### config.mk
export PLATFORM = sky130hd
export DESIGN_NAME = sard_cell
export DESIGN_NICKNAME = d
export VERILOG_FILES = /design/src/rtl/sard_pkg.sv /design/src/rtl/sard_cell.sv
export SDC_FILE = /design/constraint.sdc
export NUM_CORES = 1
export LEC_CHECK = 0
export ABC_AREA = 1
export BUFFER_PORTS_ARGS = -buffer_cell sky130_fd_sc_hd__buf_4
export CAP_MARGIN = 20
export CORE_ASPECT_RATIO = 1.2
export CORE_MARGIN = 1
export CORE_UTILIZATION = 50
export CTS_CLUSTER_SIZE = 8
export DETAILED_ROUTE_END_ITERATION = 10
export GPL_TIMING_DRIVEN = 0
export PLACE_DENSITY = 0.93
export SYNTH_ARGS = -nofsm -noshare
export SYNTH_HDL_FRONTEND = slang
export SYNTH_SLANG_ARGS = --single-unit
### constraint.sdc
create_clock -name clk -period 4 [get_ports clk]
set_input_delay 0.4 -clock clk [delete_from_list [all_inputs] [get_ports clk]]
set_output_delay 0.4 -clock clk [all_outputs]
set_load 0.02 [all_outputs]
### src/rtl/sard_pkg.sv
// Package with shared widths, defaults, state codes and cell control types.
package sard_pkg;

  localparam int ValueWidth = 32;
  localparam int MaxItemsDefault = 64;

  typedef enum logic {
    ST_IDLE,
    ST_DRAIN
  } state_t;

  typedef struct packed {
    logic insert;
    logic shift;
  } cell_ctrl_t;

endpackage

### src/rtl/sard_cell.sv
// One cell of the sorting chain: holds one value and trades it with its neighbors.
module sard_cell (
  input  logic                                     clk,
  input  logic                                     rst,
  input  sard_pkg::cell_ctrl_t                     ctrl,
  input  logic signed [sard_pkg::ValueWidth-1:0]   ins_value,
  input  logic                                     left_valid,
  input  logic                                     left_take,
  input  logic signed [sard_pkg::ValueWidth-1:0]   left_value,
  input  logic                                     right_valid,
  input  logic signed [sard_pkg::ValueWidth-1:0]   right_value,
  output logic                                     take,
  output logic                                     valid,
  output logic signed [sard_pkg::ValueWidth-1:0]   stored
);

  assign take = ctrl.insert && (valid ? (ins_value < stored) : left_valid);

  always_ff @(posedge clk) begin
    if (rst) begin
      valid <= 1'b0;
    end else if (take) begin
      valid <= 1'b1;
    end else if (ctrl.shift) begin
      valid <= right_valid;
    end
  end

  always_ff @(posedge clk) begin
    if (take) begin
      stored <= left_take ? left_value : ins_value;
    end else if (ctrl.shift) begin
      stored <= right_value;
    end
  end

endmodule

* Yosys cells after proc, flatten, opt, wreduce, memory -nomap -nowiden
Index checks and enable logic that the tools add are counted.
** Storage, ports and cells
- Bits in registers :: 33
- Word-level logic and storage cells :: 11
** Operators by class
- Magnitude comparators :: 1
- Multiplexer cells :: 6
- Reduce and logical (&&, ||, !) cells :: 2
** Operators by type and width (count)
- $mux W32 :: 3
- $lt A32 B32 Y1 :: 1
- $mux W1 :: 3
- $reduce_bool A2 Y1 :: 1
- $logic_and A1 B1 Y1 :: 1

* Logic depth before layout (Yosys ltp)
Gate-level depths: netlist of the first run.
- Depth after elaboration :: 4
- Mapped depth :: 18

* Worst setup path after synthesis of the first run
Ideal clock, no wire load.
- Kind :: flip-flop to flip-flop
- Start point :: register stored[21] (netlist name)
- End point :: register stored[0] (netlist name) (enable)
- Library setup time :: 389 ps
- Arrival :: 2461 ps
- Required time :: 3611 ps
- Slack :: 1150 ps
- Cell stages (with the launch flop) :: 13
- Path buffers :: 1
- Period minus slack after synthesis :: 2850 ps
- Path through :: edfxtp_1 -> inv_1 -> ha_1 -> a21oi_1 -> nor2_1 -> nor2_1 -> nand3_1 -> a21oi_1 -> nand3_1 -> nand3_4 -> nand2_4 -> buf_6 -> nand2_1
** Between the ends
- Longest elaborated chain between the ends :: 4
** RTL lines
- start, declared :: RTL line sard_cell.sv:14 : output logic signed [sard_pkg::ValueWidth-1:0] stored
- start signal, assigned :: RTL line sard_cell.sv:31 : stored <= left_take ? left_value : ins_value;
- start signal, assigned :: RTL line sard_cell.sv:33 : stored <= right_value;
- $lt A32 B32 Y1 :: RTL line sard_cell.sv:17 : assign take = ctrl.insert && (valid ? (ins_value < stored) : left_valid);
- $mux W1 :: RTL line sard_cell.sv:17
- $logic_and A1 B1 Y1 :: RTL line sard_cell.sv:17
- $reduce_bool A2 Y1 (no line)
Every way passes these cells.
A chain may end at the register's enable or synchronous reset.

* Final worst setup path of the first run
- Start point :: register stored[5] (netlist name)
- End point :: register stored[19] (netlist name) (enable)
Same word-level chain as after synthesis.

==> metrics.csv, run 1 <==
metric,value,unit
die_height,82.7,um
setup.worst_path.end_class,register,
synthCells,321,
post_synth_instance_area,2710,sq um
synthesis.nets,455,
clockPowerShare,19.8,%
antenna-diode-count,0,
holdWs,263,ps
preCtsSetupSlack,925,ps
final.period_utilization,72.6,%
synth-main-ff-cell,sky130_fd_sc_hd__edfxtp_1,
cellLeakagePower,0.00209,uW
ys_seq_elements,33,
drcViolationCount,0,
place.detailed.hpwl,6120,um
syn_area_per_cell,8.45,sq um
first_global_vias,2662,
post_drt_wl_per_cell,14.0,um
yosysUniqueCellTypes,24,
sequentialPowerShare,38.6,%
cts-buffers-inserted,5,
layout-area-overhead-vs-synth,44.2,%
final_period_minus_worst_setup_slack,2900,ps
yosys-top-cells-area,"sky130_fd_sc_hd__edfxtp_1, sky130_fd_sc_hd__ha_1, sky130_fd_sc_hd__nand2_1, sky130_fd_sc_hd__mux2_2, sky130_fd_sc_hd__nand3_1",
totalWireLength,7360,um
gp_congestion,0.805,
clk_pin_slew,70,ps
synth_top_area_share,35.4,%
critPathKind,reg -> reg,
power.share.switching,34.1,%
dr_total_vias,2689,
rows,29,
sum_neg_setup_slack,0,ps
core,5260,sq um
grtUsageTotal,25.8,%
worst_ep_arrival_time,2900,ps
setup_repair_after_global_routing_missed_its_margin,no,
cellPowerDensity,308,nW/um^2
floorplan.initialDensity,51.6,%
synth_area_leader_cell,sky130_fd_sc_hd__edfxtp_1,
layout.core_utilization,74.4,%
clock_latency,280,ps
outcome,"finished, final reports clean",
postLayoutSetupSlackWorst,1100,ps
async_flop_share,0,%
grt_first_pass_wirelength,11500,um
final_layout_size_suffix_gt1_share,39.8,%
port-buffer-count,135,
cp.required,3990,ps
worst_slew_margin_rel,55.1,%
cts.root.buffer_cell,sky130_fd_sc_hd__clkbuf_8,
cts_tree,done,
power.switching,410,uW
maxClockFrequency,345,MHz
post_cts.resized_instances,0,
max_slew.worst_pin.slew,672,ps
final_number_of_hold_violating_endpoints,0,
synth_warnings,0,
fin_skew,3.48,ps
die-width,69.2,um
ctsHoldBuffers,0,
clock_tree.buffer_depth,2,
number_of_top_level_pins,137,
drv.max_cap_violation_count,0,
worst_hold_path_type,in -> reg,
postRouteAntennaNets,0,
power_report.internal_total,794,uW
postLayoutCellArea,3910,sq um
post_drt_via_cell_ratio,5.10,
htree_levels,2,
globalRoute.totalOverflow,0,
critical_path.startpoint_type,register,
synth-seq-area-share,36.2,%
critical_path_peak_fanout,20,
max-vdd-ir-drop,216,uV
grt_antenna_before_repair,0,
share_comb_of_total_power,41.5,%
layout.filler_cells,416,
final_nets,598,
cts_setup_buffers,0,
pin_count_of_the_biggest_net_entering_global_routing,21,
timing.final.setup_violations,0,
timing.final.max_slew_violations,0,
synth_enable_flop_cells,32,
number_of_search_and_repair_iterations_in_the_first_detailed_routing_pass,4,
synth_top_cells_by_count,"sky130_fd_sc_hd__nand2_1, sky130_fd_sc_hd__inv_1, sky130_fd_sc_hd__nand3_1, sky130_fd_sc_hd__edfxtp_1",
dr.first_iter.drc_count,101,
numClockSinks,33,
place_area,3830,sq um
most_instantiated_library_cell_after_synthesis,sky130_fd_sc_hd__nand2_1,
floorplan.die_area,5730,sq um
[per-stage QoR]
step           total power [uW]  cells
4_1_cts                    1210    527
6_report                   1200    527
3_3_place_gp                946    518
3_5_place_dp                974    519
2_1_floorplan               754    321
5_1_grt                    1290    527
[power by group through the flow]
stage	Sequential, uW	Combinational [uW]	Clock [uW]
floorplan	526	228	0
global placement	469	477	0
detailed placement	472	502	0
CTS	465	505	243
global route	471	556	259
finish	465	500	239
[layer usage]
layer / GRT usage [%] / vias to the layer above / routed length, um
li1: - / 1352 / -
met1: 27.9 / 1220 / 2810
met2: 51.5 / 109 / 4100
met3: 4.73 / 8 / 361
met4: 7.76 / 0 / 98
met5: 0 / - / 0
[worst max-delay path, cell delays in order (launching register included)]
cell and delay (ps):
sky130_fd_sc_hd__edfxtp_1 390, sky130_fd_sc_hd__inv_1 70, sky130_fd_sc_hd__ha_1 240, sky130_fd_sc_hd__a21oi_1 160
sky130_fd_sc_hd__nor2_1 60, sky130_fd_sc_hd__nor3_2 100, sky130_fd_sc_hd__nand2_1 90, sky130_fd_sc_hd__nand2_1 60
sky130_fd_sc_hd__nand2_1 70, sky130_fd_sc_hd__nand2_1 80, sky130_fd_sc_hd__nand3_1 110, sky130_fd_sc_hd__nand3_4 150
sky130_fd_sc_hd__nand2_4 110, sky130_fd_sc_hd__buf_6 170, sky130_fd_sc_hd__nand2_1 500, sky130_fd_sc_hd__buf_16 240
[path summary, 6_finish.rpt]
path / start / endpoint / slack (ps) / cells past startpoint
worst max-delay path: stored[5] / stored[19] / 1100 / 15
worst min-delay path: rst / valid / 260 / 2
worst min register to register: valid / valid / 670 / 2
worst max register to register: stored[5] / stored[19] / 1100 / 15
[sequential cells by signal, summed over array words and instances, names as in the netlist]
register / flops
stored: 32
valid: 1
[cell type report]
| cell class | count | area, sq um | share of cell area, % |
|---|---|---|---|
| tap | 62 | 77.6 | 1.98 |
| multi-input combinational | 232 | 1490 | 38.1 |
| clock buffer | 5 | 68.8 | 1.76 |
| clock inverter | 3 | 12.5 | 0.320 |
| timing repair buffer | 136 | 1040 | 26.6 |
| sequential | 33 | 981 | 25.1 |
| inverter | 42 | 158 | 4.03 |
| buffer | 14 | 83.8 | 2.14 |
[cell families (layout without fill, tap and decap cells)]
logic type	after synthesis	in the layout	synth area share, %
fa+ha+maj	31	31	14.3
compound gates	21	21	4.11
buf+inv	56	200	8.90
simple gates	148	148	23.3
mux	32	32	13.2
flops	33	33	36.2
[placed cells by master, fill, tap and decap left out, drive strengths merged]
cell / n
buf: 145
inv: 42
nand2: 98
o21a: 1
clkinv: 3
nand4: 1
dfxtp: 1
mux2i: 1
clkbuf: 10
nor2: 10
o21ai: 5
a21oi: 15
ha: 31
mux2: 31
nor3: 2
nand3: 37
edfxtp: 32
(Power assumes the default switching activity.)
==> run 2, diff against run 1 <==
Settings changed: CORE_UTILIZATION 50 to 42, PLACE_DENSITY 0.93 to 0.84.
Clock period 4 ns to 2.6 ns, I/O delays scaled along.
==> metrics.csv, run 2 (synthesized netlist as in run 1, its figures left out) <==
metric,value,unit,change
cp.required,2530,ps,-1460 ps
fin_skew,6.68,ps,+3.20 ps
final_period_minus_worst_setup_slack,2450,ps,-455 ps
numClockSinks,33,,unchanged
worst_slew_margin_rel,57.3,%,+2.2 points
largest_register_ff_count,32,,unchanged
postLayoutSetupSlackWorst,153,ps,-945 ps
setup.worst_path.end_class,register,,
final.period_utilization,94.1,%,+22 points
dr_total_vias,2746,,+2.1%
dr.first_iter.drc_count,76,,-25%
floorplan.initialDensity,44.3,%,-7.3 points
final_nets,603,,+0.84%
first_global_vias,2706,,+1.7%
layout.cells.most_common,sky130_fd_sc_hd__buf_4,,
post_drt_wl_per_cell,13.4,um,-4.3%
number_of_top_level_pins,137,,unchanged
globalRoute.totalOverflow,0,,unchanged
clock_tree.buffer_depth,2,,unchanged
die-width,75.4,um,+8.8%
antenna-diode-count,0,,unchanged
holdWs,128,ps,-135 ps
cts_tree,done,,
critPathKind,reg -> reg,,
largest_registers,"stored (32), valid (1)",,
worst_hold_path_type,in -> reg,,
floorplan.die_area,6790,sq um,+19%
post_drt_via_cell_ratio,4.97,,-2.5%
pin_count_of_the_biggest_net_entering_global_routing,33,,+57%
cts-buffers-inserted,5,,unchanged
commonest_cells_after_routing_fill_and_taps_aside,"sky130_fd_sc_hd__buf_4, sky130_fd_sc_hd__nand2_1, sky130_fd_sc_hd__inv_1, sky130_fd_sc_hd__nand3_1, sky130_fd_sc_hd__edfxtp_1",,
regMostFlops,stored,,
place.detailed.hpwl,5750,um,-6.1%
final_number_of_hold_violating_endpoints,0,,unchanged
port-buffer-count,135,,unchanged
core,6130,sq um,+16%
critical_path.startpoint_type,register,,
number_of_search_and_repair_iterations_in_the_first_detailed_routing_pass,4,,unchanged
grt_first_pass_wirelength,12000,um,+4.4%
global_route.peak_usage_layer,met2,,
drv.max_cap_violation_count,0,,unchanged
cts.root.buffer_cell,sky130_fd_sc_hd__clkbuf_8,,
die_height,90.0,um,+8.9%
cellLeakagePower,0.00211,uW,+0.86%
postRouteAntennaNets,0,,unchanged
totalWireLength,7380,um,+0.19%
maxClockFrequency,409,MHz,+19%
htree_levels,2,,unchanged
grt_use_met3,4.60,%,-0.14 points
rows,31,,+6.9%
critPathMaxStageDelay,420,ps,-80 ps
use_met1,26.4,%,-1.5 points
timing.final.setup_violations,0,,unchanged
worst_ep_arrival_time,2380,ps,-520 ps
place_area,3830,sq um,unchanged
max-vdd-ir-drop,310,uV,+44%
timing.final.max_slew_violations,0,,unchanged
clk_pin_slew,70,ps,about the same
layout-area-overhead-vs-synth,47.8,%,
slowest_cp_cell,sky130_fd_sc_hd__edfxtp_1,,
grtUsageMet2,41.9,%,-9.6 points
preCtsSetupSlack,-310,ps,-1240 ps
cellPowerDensity,473,nW/um^2,+54%
outcome,"finished, final reports clean",,
max_slew.worst_pin.slew,641,ps,-30.9 ps
grtUsageTotal,22.8,%,-3.0 points
drcViolationCount,0,,unchanged
ctsHoldBuffers,0,,unchanged
critical_path.cell_chain,inv_2 > ha_4 > a21oi_2 > nor2_2 > nor3_2 > nand2_1 > nand2_1 > nand2_2 > nand2_2 > nand3_1 > nand3_4 > nand2_8 > nand2_4,,
clock_latency,280,ps,about the same
critical_path_peak_fanout,32,,+60%
final_layout_size_suffix_gt1_share,43.2,%,+3.4 points
gp_congestion,0.808,,+0.41%
layout.core_utilization,65.4,%,-8.9 points
grt_antenna_before_repair,0,,unchanged
postLayoutCellArea,4010,sq um,+2.5%
==> run 2: final cells by class <==
cell class	count	area, sq um
buffer	13	72.6
clock buffer	6	72.6
clock inverter	2	10.0
fill	549	2120
inverter	42	158
multi-input combinational	232	1540
sequential	33	981
tap	82	103
timing repair buffer	142	1070
==> run 2: worst max-delay path: cells and delay by family (launching register included) <==
kind,cells,cell delay [ps]
AOI/OAI and AO/OA,1,140
adders and majority gates,1,200
buffers and inverters,1,90
DFF,1,420
and+or+nand+nor,10,1230
==> run 2: through the flow <==
| stage | TNS [ps] | instances | total power (uW) |
|---|---|---|---|
| floorplan | 0 | 321 | 1160 |
| global placement | -6800 | 538 | 1460 |
| detailed placement | -9880 | 538 | 1490 |
| CTS | 0 | 549 | 1880 |
| global route | -458 | 552 | 2030 |
| finish | 0 | 552 | 1890 |
==> run 2: repair_timing <==
item	CTS	global route
setup buffers	4	3
endpoints found under the setup margin	33	36
resized for setup	2	12
pin swaps	0	5
==> run 2: final timing paths <==
kind,start,end,slack [ps],cells after the start
worst max-delay path,stored[5],stored[16],150,13
worst min-delay path,rst,valid,130,2
worst max register to register,stored[5],stored[16],150,13
worst min register to register,valid,valid,700,2
==> run 2: where the power goes <==
group	internal (uW)	switching [uW]
clock	186	193
combinational	379	421
sequential	677	38.5
total	1240	653
==> run 2: metal layers <==
layer  wire (um)  share of wire [%]
met1        2870                 39
met2        3950                 54
met3         462                6.3
met4          94                1.3
met5           0                  0
==> run 3, diff against run 2 <==
Settings changed: SETUP_SLACK_MARGIN set to 0.5.
==> metrics.csv, run 3 (synthesized netlist as in run 1, its figures left out) <==
metric,value,unit,change
worst_hold_path_type,in -> reg,,
grt_antenna_before_repair,0,,unchanged
max-vdd-ir-drop,321,uV,+3.8%
final.period_utilization,91.1,%,-3.0 points
core,6130,sq um,unchanged
layout.core_utilization,71.2,%,+5.7 points
sum_neg_setup_slack,0,ps,unchanged
cts-buffers-inserted,5,,unchanged
grt_first_pass_wirelength,12500,um,+3.7%
regMostFlops,stored,,
hold_path_startpoint,rst,,
clock_tree.buffer_depth,2,,unchanged
cp.required,2340,ps,-190 ps
fin_total_pwr,2040,uW,+7.6%
first_global_vias,2870,,+6.1%
cts_tree,done,,
largest_registers,"stored (32), valid (1)",,
worst_reg2reg_path_startpoint,stored[29],,
post_drt_wl_per_cell,14.0,um,+5.1%
largest_register_ff_count,32,,unchanged
maxClockFrequency,422,MHz,+3.3%
ctsHoldBuffers,0,,unchanged
final_layout_size_suffix_gt1_share,49.0,%,+5.8 points
totalWireLength,8030,um,+8.9%
port-buffer-count,135,,unchanged
antenna-diode-count,0,,unchanged
floorplan.die_area,6790,sq um,unchanged
worst_ep_arrival_time,2110,ps,-270 ps
final_number_of_hold_violating_endpoints,0,,unchanged
slowest_cp_cell,sky130_fd_sc_hd__edfxtp_1,,
timing.final.max_slew_violations,0,,unchanged
numClockSinks,33,,unchanged
min_to,valid,,
postRouteAntennaNets,0,,unchanged
critPathMaxStageDelay,380,ps,-40 ps
die-width,75.4,um,unchanged
critical_path_peak_fanout,3,,-91%
worst_slew_margin_rel,59.8,%,+2.5 points
layout-area-overhead-vs-synth,60.7,%,
postLayoutCellArea,4360,sq um,+8.8%
cellLeakagePower,0.00224,uW,+5.9%
number_of_search_and_repair_iterations_in_the_first_detailed_routing_pass,4,,unchanged
commonest_cells_after_routing_fill_and_taps_aside,"sky130_fd_sc_hd__buf_4, sky130_fd_sc_hd__nand2_1, sky130_fd_sc_hd__inv_1, sky130_fd_sc_hd__edfxtp_1",,
final_period_minus_worst_setup_slack,2370,ps,-78.3 ps
gp_congestion,0.791,,-2.1%
place.detailed.hpwl,5900,um,+2.6%
number_of_top_level_pins,137,,unchanged
max_slew.worst_pin.slew,603,ps,-38.7 ps
fin_skew,10.1,ps,+3.41 ps
post_drt_via_cell_ratio,4.86,,-2.3%
dr_total_vias,2779,,+1.2%
floorplan.initialDensity,44.3,%,unchanged
rows,31,,unchanged
critical_path.startpoint_type,register,,
setup.worst_path.end_class,output port,,
destination_of_the_worst_register_to_register_timing_path,stored[27],,
dr.first_iter.drc_count,109,,+43%
place_area,3870,sq um,+1.1%
cellPowerDensity,467,nW/um^2,-1.1%
cts.root.buffer_cell,sky130_fd_sc_hd__clkbuf_8,,
drcViolationCount,0,,unchanged
drv.max_cap_violation_count,0,,unchanged
final_nets,623,,+3.3%
setup_repair_after_global_routing_missed_its_margin,yes,,
clk_pin_slew,60,ps,about the same
critical_path.cell_chain,inv_1 > ha_1 > a21oi_2 > nor2_1 > nor2_1 > nand3_1 > a21oi_4 > nand2_2 > nand2_2 > nand3_4 > nand2_8 > buf_12 > inv_4 > buf_6,,
clock_latency,290,ps,about the same
die_height,90.0,um,unchanged
timing.final.setup_violations,0,,unchanged
pin_count_of_the_biggest_net_entering_global_routing,17,,-48%
rr_worst_depth,15,,+2
hold-path-cell-count,2,,unchanged
reg2reg_slack,260,ps,+110 ps
grtUsageTotal,23.8,%,+1.0 points
htree_levels,2,,unchanged
layout.cells.most_common,sky130_fd_sc_hd__buf_4,,
outcome,"finished, final reports clean",,
globalRoute.totalOverflow,0,,unchanged
critPathKind,reg -> out,,
==> run 3: cell types whose count changed in the layout (fill, tap and decap cells not counted), moves of 4 or more <==
| cell | change |
|---|---|
| sky130_fd_sc_hd__ha_4 | +5 |
| sky130_fd_sc_hd__buf_6 | +5 |
| sky130_fd_sc_hd__inv_1 | -4 |
| sky130_fd_sc_hd__nand3_1 | -5 |
| sky130_fd_sc_hd__a21oi_1 | -4 |
| sky130_fd_sc_hd__buf_4 | +12 |
| sky130_fd_sc_hd__nand3_2 | +5 |
| sky130_fd_sc_hd__ha_1 | -5 |
==> run 3: per-stage QoR <==
stage / setup WS (ps) / cells / hold WS, ps
after floorplan: 382 / 321 / 322
after global placement: 213 / 538 / 417
after detailed placement: 180 / 538 / 418
after CTS: 211 / 564 / 114
after global routing: 77.5 / 572 / 110
final: 231 / 572 / 122
==> run 3: repair_timing <==
action | in CTS | in global routing
buffers inserted | 17 | 6
pin swaps | 21 | 8
setup endpoints to repair | 63 | 66
gates resized for setup | 27 | 19
gates cloned | 1 | 2
endpoints found under the hold margin | 0 | 0
==> run 3: worst max-delay path by stage <==
stage                     slack (ps)    startpoint          to
after floorplan                  380    stored[15]   stored[0]
after global placement           210  ins_value[5]  stored[15]
after detailed placement         180    stored[15]  stored[14]
after CTS                        210     stored[7]        take
after global routing              80     stored[1]        take
final                            230    stored[29]        take
==> run 3: final cells by class <==
class                           count  area (sq um)
Buffer                             14           113
Clock buffer                        8          80.1
Fill cell                         506          1770
Inverter                           42           160
Multi-Input combinational cell    235          1720
Sequential cell                    33           981
Tap cell                           82           103
Timing Repair Buffer              158          1200
==> run 3: where the power goes <==
group	total, uW	switching, uW	internal, uW
clock	379	188	190
combinational	945	476	469
sequential	714	37.6	676
==> run 3: metal layers <==
metal | vias up | GRT usage (%) | share of wire [%]
met1 | 1262 | 25.1 | 39
met5 | - | 0 | 0
li1 | 1411 | - | -
met3 | 15 | 5.04 | 4.7
met4 | 0 | 8.18 | 1.9
met2 | 91 | 44.6 | 55
==> run 3: critical path, delay by kind of cell, from the launching register on <==
| kind | cells | cell delay [ps] |
|---|---|---|
| AOI/OAI and AO/OA | 2 | 290 |
| DFF | 1 | 380 |
| and+or+nand+nor | 7 | 550 |
| buffers and inverters | 4 | 330 |
| adders and majority gates | 1 | 260 |
